$ cat src/sv/bje_pkg.sv
// Shared types, widths and the per-bin constant table for the binned jet resolution block.
// No dependencies; every other file of the block imports this package.
package bje_pkg;

  // Field widths
  localparam int ETA_W = 14;
  localparam int ET_W  = 20;
  localparam int RES_W = 20;
  localparam int MAG_W = 14;

  // Table layout
  localparam int ROM_BINS = 26;
  localparam int BIN_W    = 5;
  localparam int HI_W     = 12;
  localparam int A_W      = 10;
  localparam int B2_W     = 14;
  localparam int C2_W     = 16;
  localparam int K_W      = 19;

  // Datapath widths
  localparam int AE_W     = A_W + ET_W;     // a*E
  localparam int BE_W     = B2_W + ET_W;    // b^2*E
  localparam int BT_W     = BE_W + 20;      // 1e6*b^2*E
  localparam int CT_W     = C2_W + 27;      // 1e8*c^2
  localparam int R_W      = 2 * AE_W;       // radicand
  localparam int S_W      = R_W / 2;        // root
  localparam int REM_W    = S_W + 2;        // root remainder
  localparam int P_W      = S_W + K_W;      // root * cosh
  localparam int RND_SH   = 20;             // 655360000 = 2^20 * 625
  localparam int Q_W      = P_W - RND_SH;
  localparam int RECIP_W  = 30;
  localparam int RECIP_SH = 39;
  localparam int PROD_W   = Q_W + RECIP_W;

  localparam logic [19:0]        B_SCALE     = 20'd1000000;
  localparam logic [26:0]        C_SCALE     = 27'd100000000;
  localparam logic [28:0]        ROUND_HALF  = 29'd327680000;
  // ceil(2^39 / 625): exact floor division for quotients below 2^29
  localparam logic [RECIP_W-1:0] RECIP       = 30'd879609303;
  localparam logic [RES_W-1:0]   DEFAULT_RES = 20'd1000;

  // One bin: upper |eta| edge (milli, exclusive), a (1e-4), b^2 and c^2 (0.01^2), cosh (Q16)
  typedef struct packed {
    logic [HI_W-1:0] hi;
    logic [A_W-1:0]  a;
    logic [B2_W-1:0] b2;
    logic [C2_W-1:0] c2;
    logic [K_W-1:0]  k;
  } bin_rom_t;

  // Sideband carried along the arithmetic pipeline
  typedef struct packed {
    logic           in_range;
    logic [K_W-1:0] k;
  } side_t;

  function automatic bin_rom_t bin_rom(input logic [BIN_W-1:0] idx);
    bin_rom_t ent;
    case (idx)
      5'd0:    ent = '{hi: 12'd87,   a: 10'd686, b2: 14'd10609, c2: 16'd28224, k: 19'd65598};
      5'd1:    ent = '{hi: 12'd174,  a: 10'd737, b2: 14'd10201, c2: 16'd30276, k: 19'd66095};
      5'd2:    ent = '{hi: 12'd261,  a: 10'd657, b2: 14'd11449, c2: 16'd0,     k: 19'd67092};
      5'd3:    ent = '{hi: 12'd348,  a: 10'd620, b2: 14'd11449, c2: 16'd0,     k: 19'd68598};
      5'd4:    ent = '{hi: 12'd435,  a: 10'd605, b2: 14'd11449, c2: 16'd0,     k: 19'd70623};
      5'd5:    ent = '{hi: 12'd522,  a: 10'd590, b2: 14'd11664, c2: 16'd0,     k: 19'd73183};
      5'd6:    ent = '{hi: 12'd609,  a: 10'd577, b2: 14'd11664, c2: 16'd0,     k: 19'd76297};
      5'd7:    ent = '{hi: 12'd696,  a: 10'd525, b2: 14'd11881, c2: 16'd0,     k: 19'd79989};
      5'd8:    ent = '{hi: 12'd783,  a: 10'd582, b2: 14'd11881, c2: 16'd0,     k: 19'd84287};
      5'd9:    ent = '{hi: 12'd870,  a: 10'd649, b2: 14'd11664, c2: 16'd0,     k: 19'd89223};
      5'd10:   ent = '{hi: 12'd957,  a: 10'd654, b2: 14'd12100, c2: 16'd0,     k: 19'd94836};
      5'd11:   ent = '{hi: 12'd1044, a: 10'd669, b2: 14'd12321, c2: 16'd0,     k: 19'd101166};
      5'd12:   ent = '{hi: 12'd1131, a: 10'd643, b2: 14'd13225, c2: 16'd0,     k: 19'd108262};
      5'd13:   ent = '{hi: 12'd1218, a: 10'd645, b2: 14'd13456, c2: 16'd0,     k: 19'd116179};
      5'd14:   ent = '{hi: 12'd1305, a: 10'd637, b2: 14'd14161, c2: 16'd0,     k: 19'd124975};
      5'd15:   ent = '{hi: 12'd1392, a: 10'd695, b2: 14'd14641, c2: 16'd0,     k: 19'd134718};
      5'd16:   ent = '{hi: 12'd1479, a: 10'd748, b2: 14'd14400, c2: 16'd0,     k: 19'd145481};
      5'd17:   ent = '{hi: 12'd1566, a: 10'd624, b2: 14'd15129, c2: 16'd0,     k: 19'd157347};
      5'd18:   ent = '{hi: 12'd1653, a: 10'd283, b2: 14'd15625, c2: 16'd0,     k: 19'd170403};
      5'd19:   ent = '{hi: 12'd1740, a: 10'd316, b2: 14'd14641, c2: 16'd0,     k: 19'd184751};
      5'd20:   ent = '{hi: 12'd1830, a: 10'd0,   b2: 14'd14400, c2: 16'd0,     k: 19'd200782};
      5'd21:   ent = '{hi: 12'd1930, a: 10'd0,   b2: 14'd12996, c2: 16'd28900, k: 19'd219745};
      5'd22:   ent = '{hi: 12'd2043, a: 10'd0,   b2: 14'd11881, c2: 16'd43264, k: 19'd243373};
      5'd23:   ent = '{hi: 12'd2172, a: 10'd0,   b2: 14'd11881, c2: 16'd26569, k: 19'd273586};
      5'd24:   ent = '{hi: 12'd2322, a: 10'd0,   b2: 14'd11881, c2: 16'd28224, k: 19'd313427};
      5'd25:   ent = '{hi: 12'd2500, a: 10'd0,   b2: 14'd12544, c2: 16'd31684, k: 19'd368143};
      default: ent = '0;
    endcase
    return ent;
  endfunction

endpackage

$ cat src/sv/bje_lookup.sv
// Input stage: |eta|, bin search over the table and fetch of the bin's constants.
// Depends on bje_pkg.
module bje_lookup #(
  parameter int NUM_BINS = 26
) (
  input  logic                        clk,
  input  logic                        rst_n,
  input  logic                        en,
  input  logic                        in_v,
  input  logic [bje_pkg::ETA_W-1:0]   eta,
  input  logic [bje_pkg::ET_W-1:0]    et,
  output logic                        out_v,
  output logic [bje_pkg::ET_W-1:0]    out_e,
  output logic [bje_pkg::A_W-1:0]     out_a,
  output logic [bje_pkg::B2_W-1:0]    out_b2,
  output logic [bje_pkg::C2_W-1:0]    out_c2,
  output bje_pkg::side_t              out_side
);
  import bje_pkg::*;

  localparam int NBINS = (NUM_BINS < ROM_BINS) ? NUM_BINS : ROM_BINS;

  logic [MAG_W-1:0] mag;
  logic             found;
  logic [BIN_W-1:0] idx;
  bin_rom_t         cand;
  bin_rom_t         ent;

  logic             v_r;
  logic [ET_W-1:0]  e_r;
  logic [A_W-1:0]   a_r;
  logic [B2_W-1:0]  b2_r;
  logic [C2_W-1:0]  c2_r;
  side_t            side_r;

  // Magnitude; the most negative code maps to 8192
  assign mag = eta[ETA_W-1] ? MAG_W'(~eta + 1'b1) : MAG_W'(eta);

  // Edges rise, so the lowest matching bin wins
  always_comb begin
    found = 1'b0;
    idx   = '0;
    cand  = '0;
    for (int i = ROM_BINS - 1; i >= 0; i--) begin
      cand = bin_rom(BIN_W'(i));
      if (i < NBINS && mag < MAG_W'(cand.hi)) begin
        found = 1'b1;
        idx   = BIN_W'(i);
      end
    end
    ent = bin_rom(idx);
  end

  always_ff @(posedge clk) begin
    if (!rst_n) begin
      v_r <= 1'b0;
    end else if (en) begin
      v_r <= in_v;
    end
  end

  always_ff @(posedge clk) begin
    if (en) begin
      e_r             <= et;
      a_r             <= ent.a;
      b2_r            <= ent.b2;
      c2_r            <= ent.c2;
      side_r.in_range <= found;
      side_r.k        <= ent.k;
    end
  end

  assign out_v    = v_r;
  assign out_e    = e_r;
  assign out_a    = a_r;
  assign out_b2   = b2_r;
  assign out_c2   = c2_r;
  assign out_side = side_r;

endmodule

$ cat config.mk
export PLATFORM = sky130hd
export DESIGN_NAME = bje_lookup
export DESIGN_NICKNAME = d
export VERILOG_FILES = /design/src/sv/bje_pkg.sv /design/src/sv/bje_lookup.sv
export SDC_FILE = /design/constraint.sdc
export NUM_CORES = 1
export LEC_CHECK = 0
export BUFFER_PORTS_ARGS = -buffer_cell sky130_fd_sc_hd__buf_2
export CAP_MARGIN = 20
export CORE_MARGIN = 2
export CORE_UTILIZATION = 27
export CTS_CLUSTER_SIZE = 40
export DETAILED_ROUTE_END_ITERATION = 8
export RECOVER_POWER = 25
export SYNTH_ARGS = -nofsm -noshare
export SYNTH_HDL_FRONTEND = slang
export SYNTH_SLANG_ARGS = --single-unit
$ cat constraint.sdc
create_clock -name clk -period 7 [get_ports clk]
set_input_delay 1.4 -clock clk [delete_from_list [all_inputs] [get_ports clk]]
set_output_delay 1.4 -clock clk [all_outputs]
set_load 0.05 [all_outputs]
==> metrics.log, run 1 <==
[metrics] final critical-path share of the clock period: 89.76%
[metrics] endpoint of the worst-slack reg-to-reg timing path: out_v$_SDFFE_PN0P_
[metrics] total congestion overflow after global routing: 0
[metrics] total of endpoints with negative setup slack in the final report: 0
[metrics] number of global-route vias before repair: 4816
[metrics] stage delay of the slowest cell on the critical path: 0.59 ns
[metrics] hold path endpoint: out_v$_SDFFE_PN0P_
[metrics] half-perimeter wire length after detailed placement: 12.52 mm
[metrics] unrepaired setup endpoints after global routing: no
[metrics] number of resized instances in the post-cts repair step: 0
[metrics] antenna violations before repair: 0
[metrics] Setup Skew: 0 ns
[metrics] share of post-route cells with drive strength above 1: 23.88%
[metrics] post-DR wirelength/cell: 17.77 um
[metrics] clock edge transition at the registers on the reported setup and hold paths: 0.06 ns
[metrics] time the worst path needs with I/O delays and setup: 6.283 ns
[metrics] Post-Place Cells: 945
[metrics] beginning of the worst register-to-register path: out_v$_SDFFE_PN0P_
[metrics] achievable clock frequency: 159.2 MHz
[metrics] Hold WC Path Type: reg -> reg
[metrics] leading cell type in the layout, fill and taps excluded: sky130_fd_sc_hd__buf_2
[metrics] category of the critical setup timing path: in -> reg
[metrics] sink count of the clock tree: 75
[metrics] Post-Place Setup Slack: 0.4836 ns
[metrics] Total Die Area: 21830 sq um
[metrics] Cell Pwr Density: 283.0 nW/um^2
[metrics] type of destination of the critical path: register
[metrics] Vias/cell: 5.529
[metrics] library cell used as clock root buffer: sky130_fd_sc_hd__clkbuf_16
[metrics] maximum number of pins on one net before global-route repair: 76
[metrics] count of H-tree levels built during CTS: 3
[metrics] source of the worst hold timing path: out_v$_SDFFE_PN0P_
[metrics] post-CTS setup-driven buffer insertion count: 0
[metrics] Total Routing Usage GR: 14.93%
[metrics] area growth from synthesis to final layout: 18.93%
[metrics] result of the run: complete, but fails checks
[metrics] leading cell types in the layout, fill and taps excluded: 114 x sky130_fd_sc_hd__buf_2, 74 x sky130_fd_sc_hd__edfxtp_1, 50 x sky130_fd_sc_hd__o21ai_0
[metrics] average instance area after synthesis: 9.252 sq um
[metrics] Power Total: 0.001878 W
[metrics] area of the core region: 20230 sq um
[metrics] post-detailed-route DRC marker count: 0
[metrics] Syn. warnings: 0
[metrics] Num CTS Buffers: 9
[metrics] number of top-level design ports: 119
[metrics] via count: 5313
[metrics] WL final: 17.08 mm
[metrics] worst relative slew slack: -161.4%
[metrics] hold depth: 2
[metrics] setup slack after layout: 0.7167 ns
[metrics] worst voltage drop across the vdd grid: 0.1242 mV
[metrics] Die Ht: 147.7 um
[metrics] hold buffer count at CTS: 0
[metrics] Sum Neg Setup Slack: 0 ns
[metrics] number of enable flip-flop cells after synthesis: 74
[metrics] kind of start point of the critical path: primary input
[metrics] First-pass DRT Iterations: 5
[metrics] number of placement rows: 52
[metrics] Fin. Hold Viols: 0
[metrics] pins over their slew limit: 76
[metrics] initial detailed-routing violation count: 686
[metrics] Async SR Flop Fraction: 0%
[metrics] Leak: 2.562 nW
[metrics] Horiz. Die Dim: 147.7 um
[metrics] NumNets Final: 739
[metrics] total inserted antenna cells: 0
[metrics] number of storage elements in the synthesis netlist: 75
[metrics] summed instance area of the synthesized netlist: 5579 sq um
[metrics] Cell Chain, Critical Path: buf_2 > inv_1 > ha_1 > or3b_2 > o41ai_1 > a31oi_4 > nand2b_1 > a41oi_1 > o21ai_0 > a211oi_1 > a211o_1 > clkinv_1 > ha_1 > inv_1 > nor3_1 > or4_1
[metrics] number of buffers between clock root and the deepest sink: 2
[metrics] failing checks: max-capacitance violations, max-slew violations
[metrics] TritonCTS clock tree: built
[metrics] Gate Count Post-Synth: 603
[metrics] max cap viols: 1
[metrics] number of distinct library cells after synthesis: 81
[metrics] gp weighted congestion: 0.8986
[metrics] pin slew with the least headroom to its limit: 3.920 ns
[metrics] Worst path slowest cell: sky130_fd_sc_hd__o41ai_1
[metrics] endpoint arrival time on the critical path: 6.34 ns
[metrics] share of the yosys chip area belonging to registers: 40.19%
[metrics] dominant synthesized flop cell: sky130_fd_sc_hd__edfxtp_1
[metrics] global-route wire length before repair: 26.31 mm
[metrics] Worst Reg2Reg Path Length in Cells: 2
[metrics] remaining number of nets flagged by the antenna check after routing: 0
[metrics] clk_lat worst skew: 0.32 ns
[metrics] number of port buffers: 115
[metrics] CP Max Fanout: 11
[metrics] required arrival time at the worst endpoint: 7.06 ns
[metrics] reg-to-reg slack, setup: 6.35 ns
[metrics] initial core utilization: 27.57%
[metrics] final std cells w/o fill: 961
## state kept, by name (all words and copies together), names as in the netlist
| name | cells |
|---|---|
| out_a | 10 |
| out_b2 | 13 |
| out_c2 | 11 |
| out_e | 20 |
| out_side | 20 |
| out_v | 1 |
## synthesized netlist by cell type, types with 9 or more instances
cell type                  instances  area share, %
sky130_fd_sc_hd__a21o_1            9            1.2
sky130_fd_sc_hd__a21oi_1          42            3.8
sky130_fd_sc_hd__buf_2            14            1.3
sky130_fd_sc_hd__clkbuf_1         31            2.1
sky130_fd_sc_hd__edfxtp_1         74             40
sky130_fd_sc_hd__ha_1             15            3.4
sky130_fd_sc_hd__inv_1            14           0.94
sky130_fd_sc_hd__mux2i_1          10            1.8
sky130_fd_sc_hd__nand2_1          49            3.3
sky130_fd_sc_hd__nand3_1          18            1.6
sky130_fd_sc_hd__nor2_1           41            2.8
sky130_fd_sc_hd__nor3_1           11           0.99
sky130_fd_sc_hd__o211ai_1         19            2.6
sky130_fd_sc_hd__o21ai_0          50            4.5
sky130_fd_sc_hd__o22ai_1           9            1.0
sky130_fd_sc_hd__o31ai_1           9            1.2
## how the worst max path moves through the flow
stage	startpoint	end	slack (ns)	depth (start not counted)
floorplan	eta[0]	out_b2[9]$_DFFE_PP_	1.26	18
global placement	eta[0]	out_b2[9]$_DFFE_PP_	0.58	16
detailed placement	eta[0]	out_b2[9]$_DFFE_PP_	0.48	16
CTS	eta[0]	out_b2[9]$_DFFE_PP_	0.84	16
global route	eta[0]	out_b2[9]$_DFFE_PP_	0.41	16
finish	eta[0]	out_b2[9]$_DFFE_PP_	0.72	16
## metrics by stage
| step | hold WS [ns] | util [%] | cell area (sq um) |
|---|---|---|---|
| 6_report | 0.5079 | 32.79 | 6635 |
| 2_1_floorplan | 0.7429 | - | 5587 |
| 5_1_grt | 0.5902 | 32.79 | 6635 |
| 4_1_cts | 0.5168 | 32.81 | 6639 |
| 3_5_place_dp | 0.4990 | 31.23 | 6320 |
| 3_3_place_gp | 0.4932 | 31.23 | 6320 |
## cell families after synthesis
family,synth area share [%]
AO/OA/AOI/OAI,30.30
AND/OR/NAND/NOR,15.61
flip-flops,40.19
buffers and inverters,5.763
XOR/XNOR,2.512
adder cells (fa/ha/maj),3.364
multiplexers,2.198
other,0.06722
## report_power, final
group          internal [W]  leakage, nW  total (W)  switching (W)
registers          0.000586        0.730   0.000605      0.0000189
clock network      0.000312        0.153   0.000483       0.000171
logic              0.000203         1.68   0.000790       0.000587
total               0.00110         2.56    0.00188       0.000777
## critical path: cells and delay by family
kind,cells,cell delay [ns]
AOI/OAI and AO/OA,6,1.97
buffers and inverters,4,0.75
adders and majority gates,2,0.72
and+or+nand+nor,4,1.51
## layer usage
layer | routed length, um | track usage [%] | up-vias | share of wire (%)
li1 | - | - | 2492 | -
met1 | 7278 | 19.98 | 2479 | 43
met2 | 7991 | 25.14 | 310 | 47
met3 | 1531 | 2.963 | 32 | 9.0
met4 | 280 | 3.029 | 0 | 1.6
met5 | 0 | 0 | - | 0
## layout make-up
type	instances	area, sq um
Multi-Input combinational cell	459	3027
Clock inverter	6	90.09
Tap cell	270	337.8
Inverter	16	60.06
Fill cell	2100	13600
Timing Repair Buffer	125	649.4
Sequential cell	75	2242
Clock buffer	10	229.0
(Power assumes the default switching activity.)
==> run 2: changes to the inputs <==
CORE_UTILIZATION = 42   (was 27)
CTS_BUF_LIST = sky130_fd_sc_hd__clkbuf_2 sky130_fd_sc_hd__clkbuf_4 sky130_fd_sc_hd__clkbuf_8   (was not set)
==> run 2 against run 1 <==
  * The flow still finishes with violations (max-capacitance violations, max-slew violations)
  * Worst setup slack better by 0.13 ns
  * Global-route usage is 8.7 points higher
  * Register-to-register slack worse by 0.03 ns
  * First-iteration DRC count is 7.4% higher
  * Core utilization is 16 points higher
  * Routed wire length is 0.30% lower
  * Worst hold slack better by 0.025 ns
  * Maximum frequency is 2.1% higher
  * Die area is 35% lower
  * Final cell count is 9.8% lower
  * Largest cell class unchanged
  * Highest routed layer unchanged
  * Combinational power hardly changed
  * Non-clock buffer count stayed put
==> metrics.log, run 2 (synthesized netlist as in run 1, its figures left out) <==
[metrics] required arrival time at the worst endpoint: 7.10 ns
[metrics] share of post-route cells with drive strength above 1: 23.59%
[metrics] post-detailed-route DRC marker count: 0
[metrics] total inserted antenna cells: 0
[metrics] NumNets Final: 739
[metrics] antenna violations before repair: 0
[metrics] First-pass DRT Iterations: 5
[metrics] post-CTS setup-driven buffer insertion count: 0
[metrics] type of destination of the critical path: register
[metrics] maximum number of pins on one net before global-route repair: 76
[metrics] via count: 5436
[metrics] number of buffers between clock root and the deepest sink: 2
[metrics] Clk pwr share: 20.5%
[metrics] initial core utilization: 42.64%
[metrics] clock edge transition at the registers on the reported setup and hold paths: 0.08 ns
[metrics] Num CTS Buffers: 9
[metrics] hold depth: 2
[metrics] pins over their slew limit: 76
[metrics] clk_lat worst skew: 0.35 ns
[metrics] post-DR wirelength/cell: 19.64 um
[metrics] worst setup path startpoint: eta[0]
[metrics] endpoint arrival time on the critical path: 6.25 ns
[metrics] number of placement rows: 42
[metrics] count of H-tree levels built during CTS: 3
[metrics] half-perimeter wire length after detailed placement: 12.22 mm
[metrics] leading cell types in the layout, fill and taps excluded: 115 x sky130_fd_sc_hd__buf_2, 74 x sky130_fd_sc_hd__edfxtp_1, 50 x sky130_fd_sc_hd__o21ai_0
[metrics] number of global-route vias before repair: 5107
[metrics] worst voltage drop across the vdd grid: 0.09037 mV
[metrics] number of fill cells in the layout: 1209
[metrics] number of port buffers: 115
[metrics] hold path endpoint: out_v$_SDFFE_PN0P_
[metrics] WL final: 17.03 mm
[metrics] final critical-path share of the clock period: 87.89%
[metrics] TritonCTS clock tree: built
[metrics] time the worst path needs with I/O delays and setup: 6.152 ns
[metrics] Total Die Area: 14220 sq um
[metrics] global-route wire length before repair: 26.97 mm
[metrics] area of the core region: 13090 sq um
[metrics] beginning of the worst register-to-register path: out_v$_SDFFE_PN0P_
[metrics] sink count of the clock tree: 75
[metrics] source of the worst hold timing path: out_v$_SDFFE_PN0P_
[metrics] cell area reported after detailed placement: 6196 sq um
[metrics] category of the critical setup timing path: in -> reg
[metrics] gp weighted congestion: 0.9674
[metrics] Vias/cell: 6.270
[metrics] crit-path leading delay family: compound AO/OA/AOI/OAI gates
[metrics] stage delay of the slowest cell on the critical path: 0.61 ns
[metrics] total congestion overflow after global routing: 0
[metrics] Setup Skew: 0 ns
[metrics] total of endpoints with negative setup slack in the final report: 0
[metrics] max cap viols: 1
[metrics] library cell used as clock root buffer: sky130_fd_sc_hd__clkbuf_8
[metrics] remaining number of nets flagged by the antenna check after routing: 0
[metrics] endpoint of the worst-slack reg-to-reg timing path: out_v$_SDFFE_PN0P_
[metrics] failing checks: max-capacitance violations, max-slew violations
[metrics] reg-to-reg slack, setup: 6.32 ns
[metrics] sequential power share: 34.4%
[metrics] Sum Neg Setup Slack: 0 ns
[metrics] setup slack after layout: 0.8476 ns
[metrics] result of the run: complete, but fails checks
[metrics] Worst Reg2Reg Path Length in Cells: 2
[metrics] Die Ht: 119.3 um
[metrics] unrepaired setup endpoints after global routing: no
[metrics] number of top-level design ports: 119
[metrics] Worst path slowest cell: sky130_fd_sc_hd__or3b_2
[metrics] switching part of the total power: 43.59%
[metrics] achievable clock frequency: 162.5 MHz
[metrics] Post-Place Setup Slack: 0.5789 ns
[metrics] Cell Chain, Critical Path: buf_2 > inv_1 > ha_1 > or3b_2 > o41ai_4 > xor2_1 > nor2_1 > a2bb2oi_1 > a211oi_1 > a211oi_1 > a211o_1 > clkinv_1 > ha_1 > inv_1 > nor3_1 > or4_1
[metrics] number of resized instances in the post-cts repair step: 0
[metrics] pin slew with the least headroom to its limit: 3.973 ns
[metrics] Fin. Hold Viols: 0
[metrics] hold buffer count at CTS: 0
[metrics] area growth from synthesis to final layout: 14.82%
[metrics] P_sw: 0.0007627 W
[metrics] initial detailed-routing violation count: 737
[metrics] kind of start point of the critical path: primary input
[metrics] Hold WC Path Type: reg -> reg
[metrics] buffering stage count on the worst path with inverters included: 4
[metrics] Cell Pwr Density: 273.1 nW/um^2
[metrics] Total Routing Usage GR: 23.60%
[metrics] Horiz. Die Dim: 119.3 um
[metrics] CP Max Fanout: 11
[metrics] leading cell type in the layout, fill and taps excluded: sky130_fd_sc_hd__buf_2
[metrics] total internal power: 0.0009871 W
[metrics] Final Instance Area: 6406 sq um
[metrics] Leak: 2.517 nW
[metrics] worst relative slew slack: -164.9%
[metrics] combinational cell fraction of total power: 45.1%
==> run 2: cell types whose count changed in the layout (fill, tap and decap cells not counted), sizes merged <==
cell,before,now
clkbuf,11,10
clkinvlp,1,0
inv,15,17
==> run 2: worst max-delay path by stage <==
stage                                      to  cells past startpoint
after floorplan           out_b2[9]$_DFFE_PP_                     18
after global placement    out_b2[9]$_DFFE_PP_                     16
after detailed placement  out_b2[9]$_DFFE_PP_                     16
after CTS                 out_b2[9]$_DFFE_PP_                     16
after global routing      out_b2[9]$_DFFE_PP_                     16
final                     out_b2[9]$_DFFE_PP_                     16
==> run 2: cell type report <==
type / count / area (sq um) / area share [%]
clock buffer: 9 / 123.9 / 1.934
clock inverter: 7 / 90.09 / 1.406
inverter: 16 / 60.06 / 0.9375
multi-input combinational: 459 / 3023 / 47.19
sequential: 75 / 2242 / 35.00
tap: 176 / 220.2 / 3.437
timing repair buffer: 125 / 646.9 / 10.10
==> run 2: layer usage <==
metal  vias to the layer above  track usage [%]  share of wire (%)
li1                       2487                -                  -
met1                      2540            31.03                 40
met2                       371            37.75                 47
met3                        38            5.268                 11
met4                         0            9.375                2.3
met5                         -                0                  0
==> run 2: tightest hold or removal path: cells and delay by family (launching register included) <==
| family | cells | cell delay (ns) |
|---|---|---|
| muxes | 1 | 0.12 |
| and+or+nand+nor | 1 | 0.06 |
| DFF | 1 | 0.31 |
==> run 2: power groups by stage <==
stage	sequential, W	clock, W	combinational, W
2_1_floorplan	0.000846	0	0.000349
3_3_place_gp	0.000610	0	0.000774
3_5_place_dp	0.000611	0	0.000772
4_1_cts	0.000601	0.000372	0.000775
5_1_grt	0.000609	0.000387	0.000835
6_report	0.000601	0.000359	0.000789
==> run 2: per-stage QoR <==
step	hold WS [ns]	std cells	util (%)	total power, W
2_1_floorplan	0.7429	605	-	0.001195
3_3_place_gp	0.4977	851	47.35	0.001384
3_5_place_dp	0.5225	851	47.35	0.001383
4_1_cts	0.5395	867	48.99	0.001748
5_1_grt	0.5845	867	48.96	0.001832
6_report	0.5332	867	48.96	0.001750
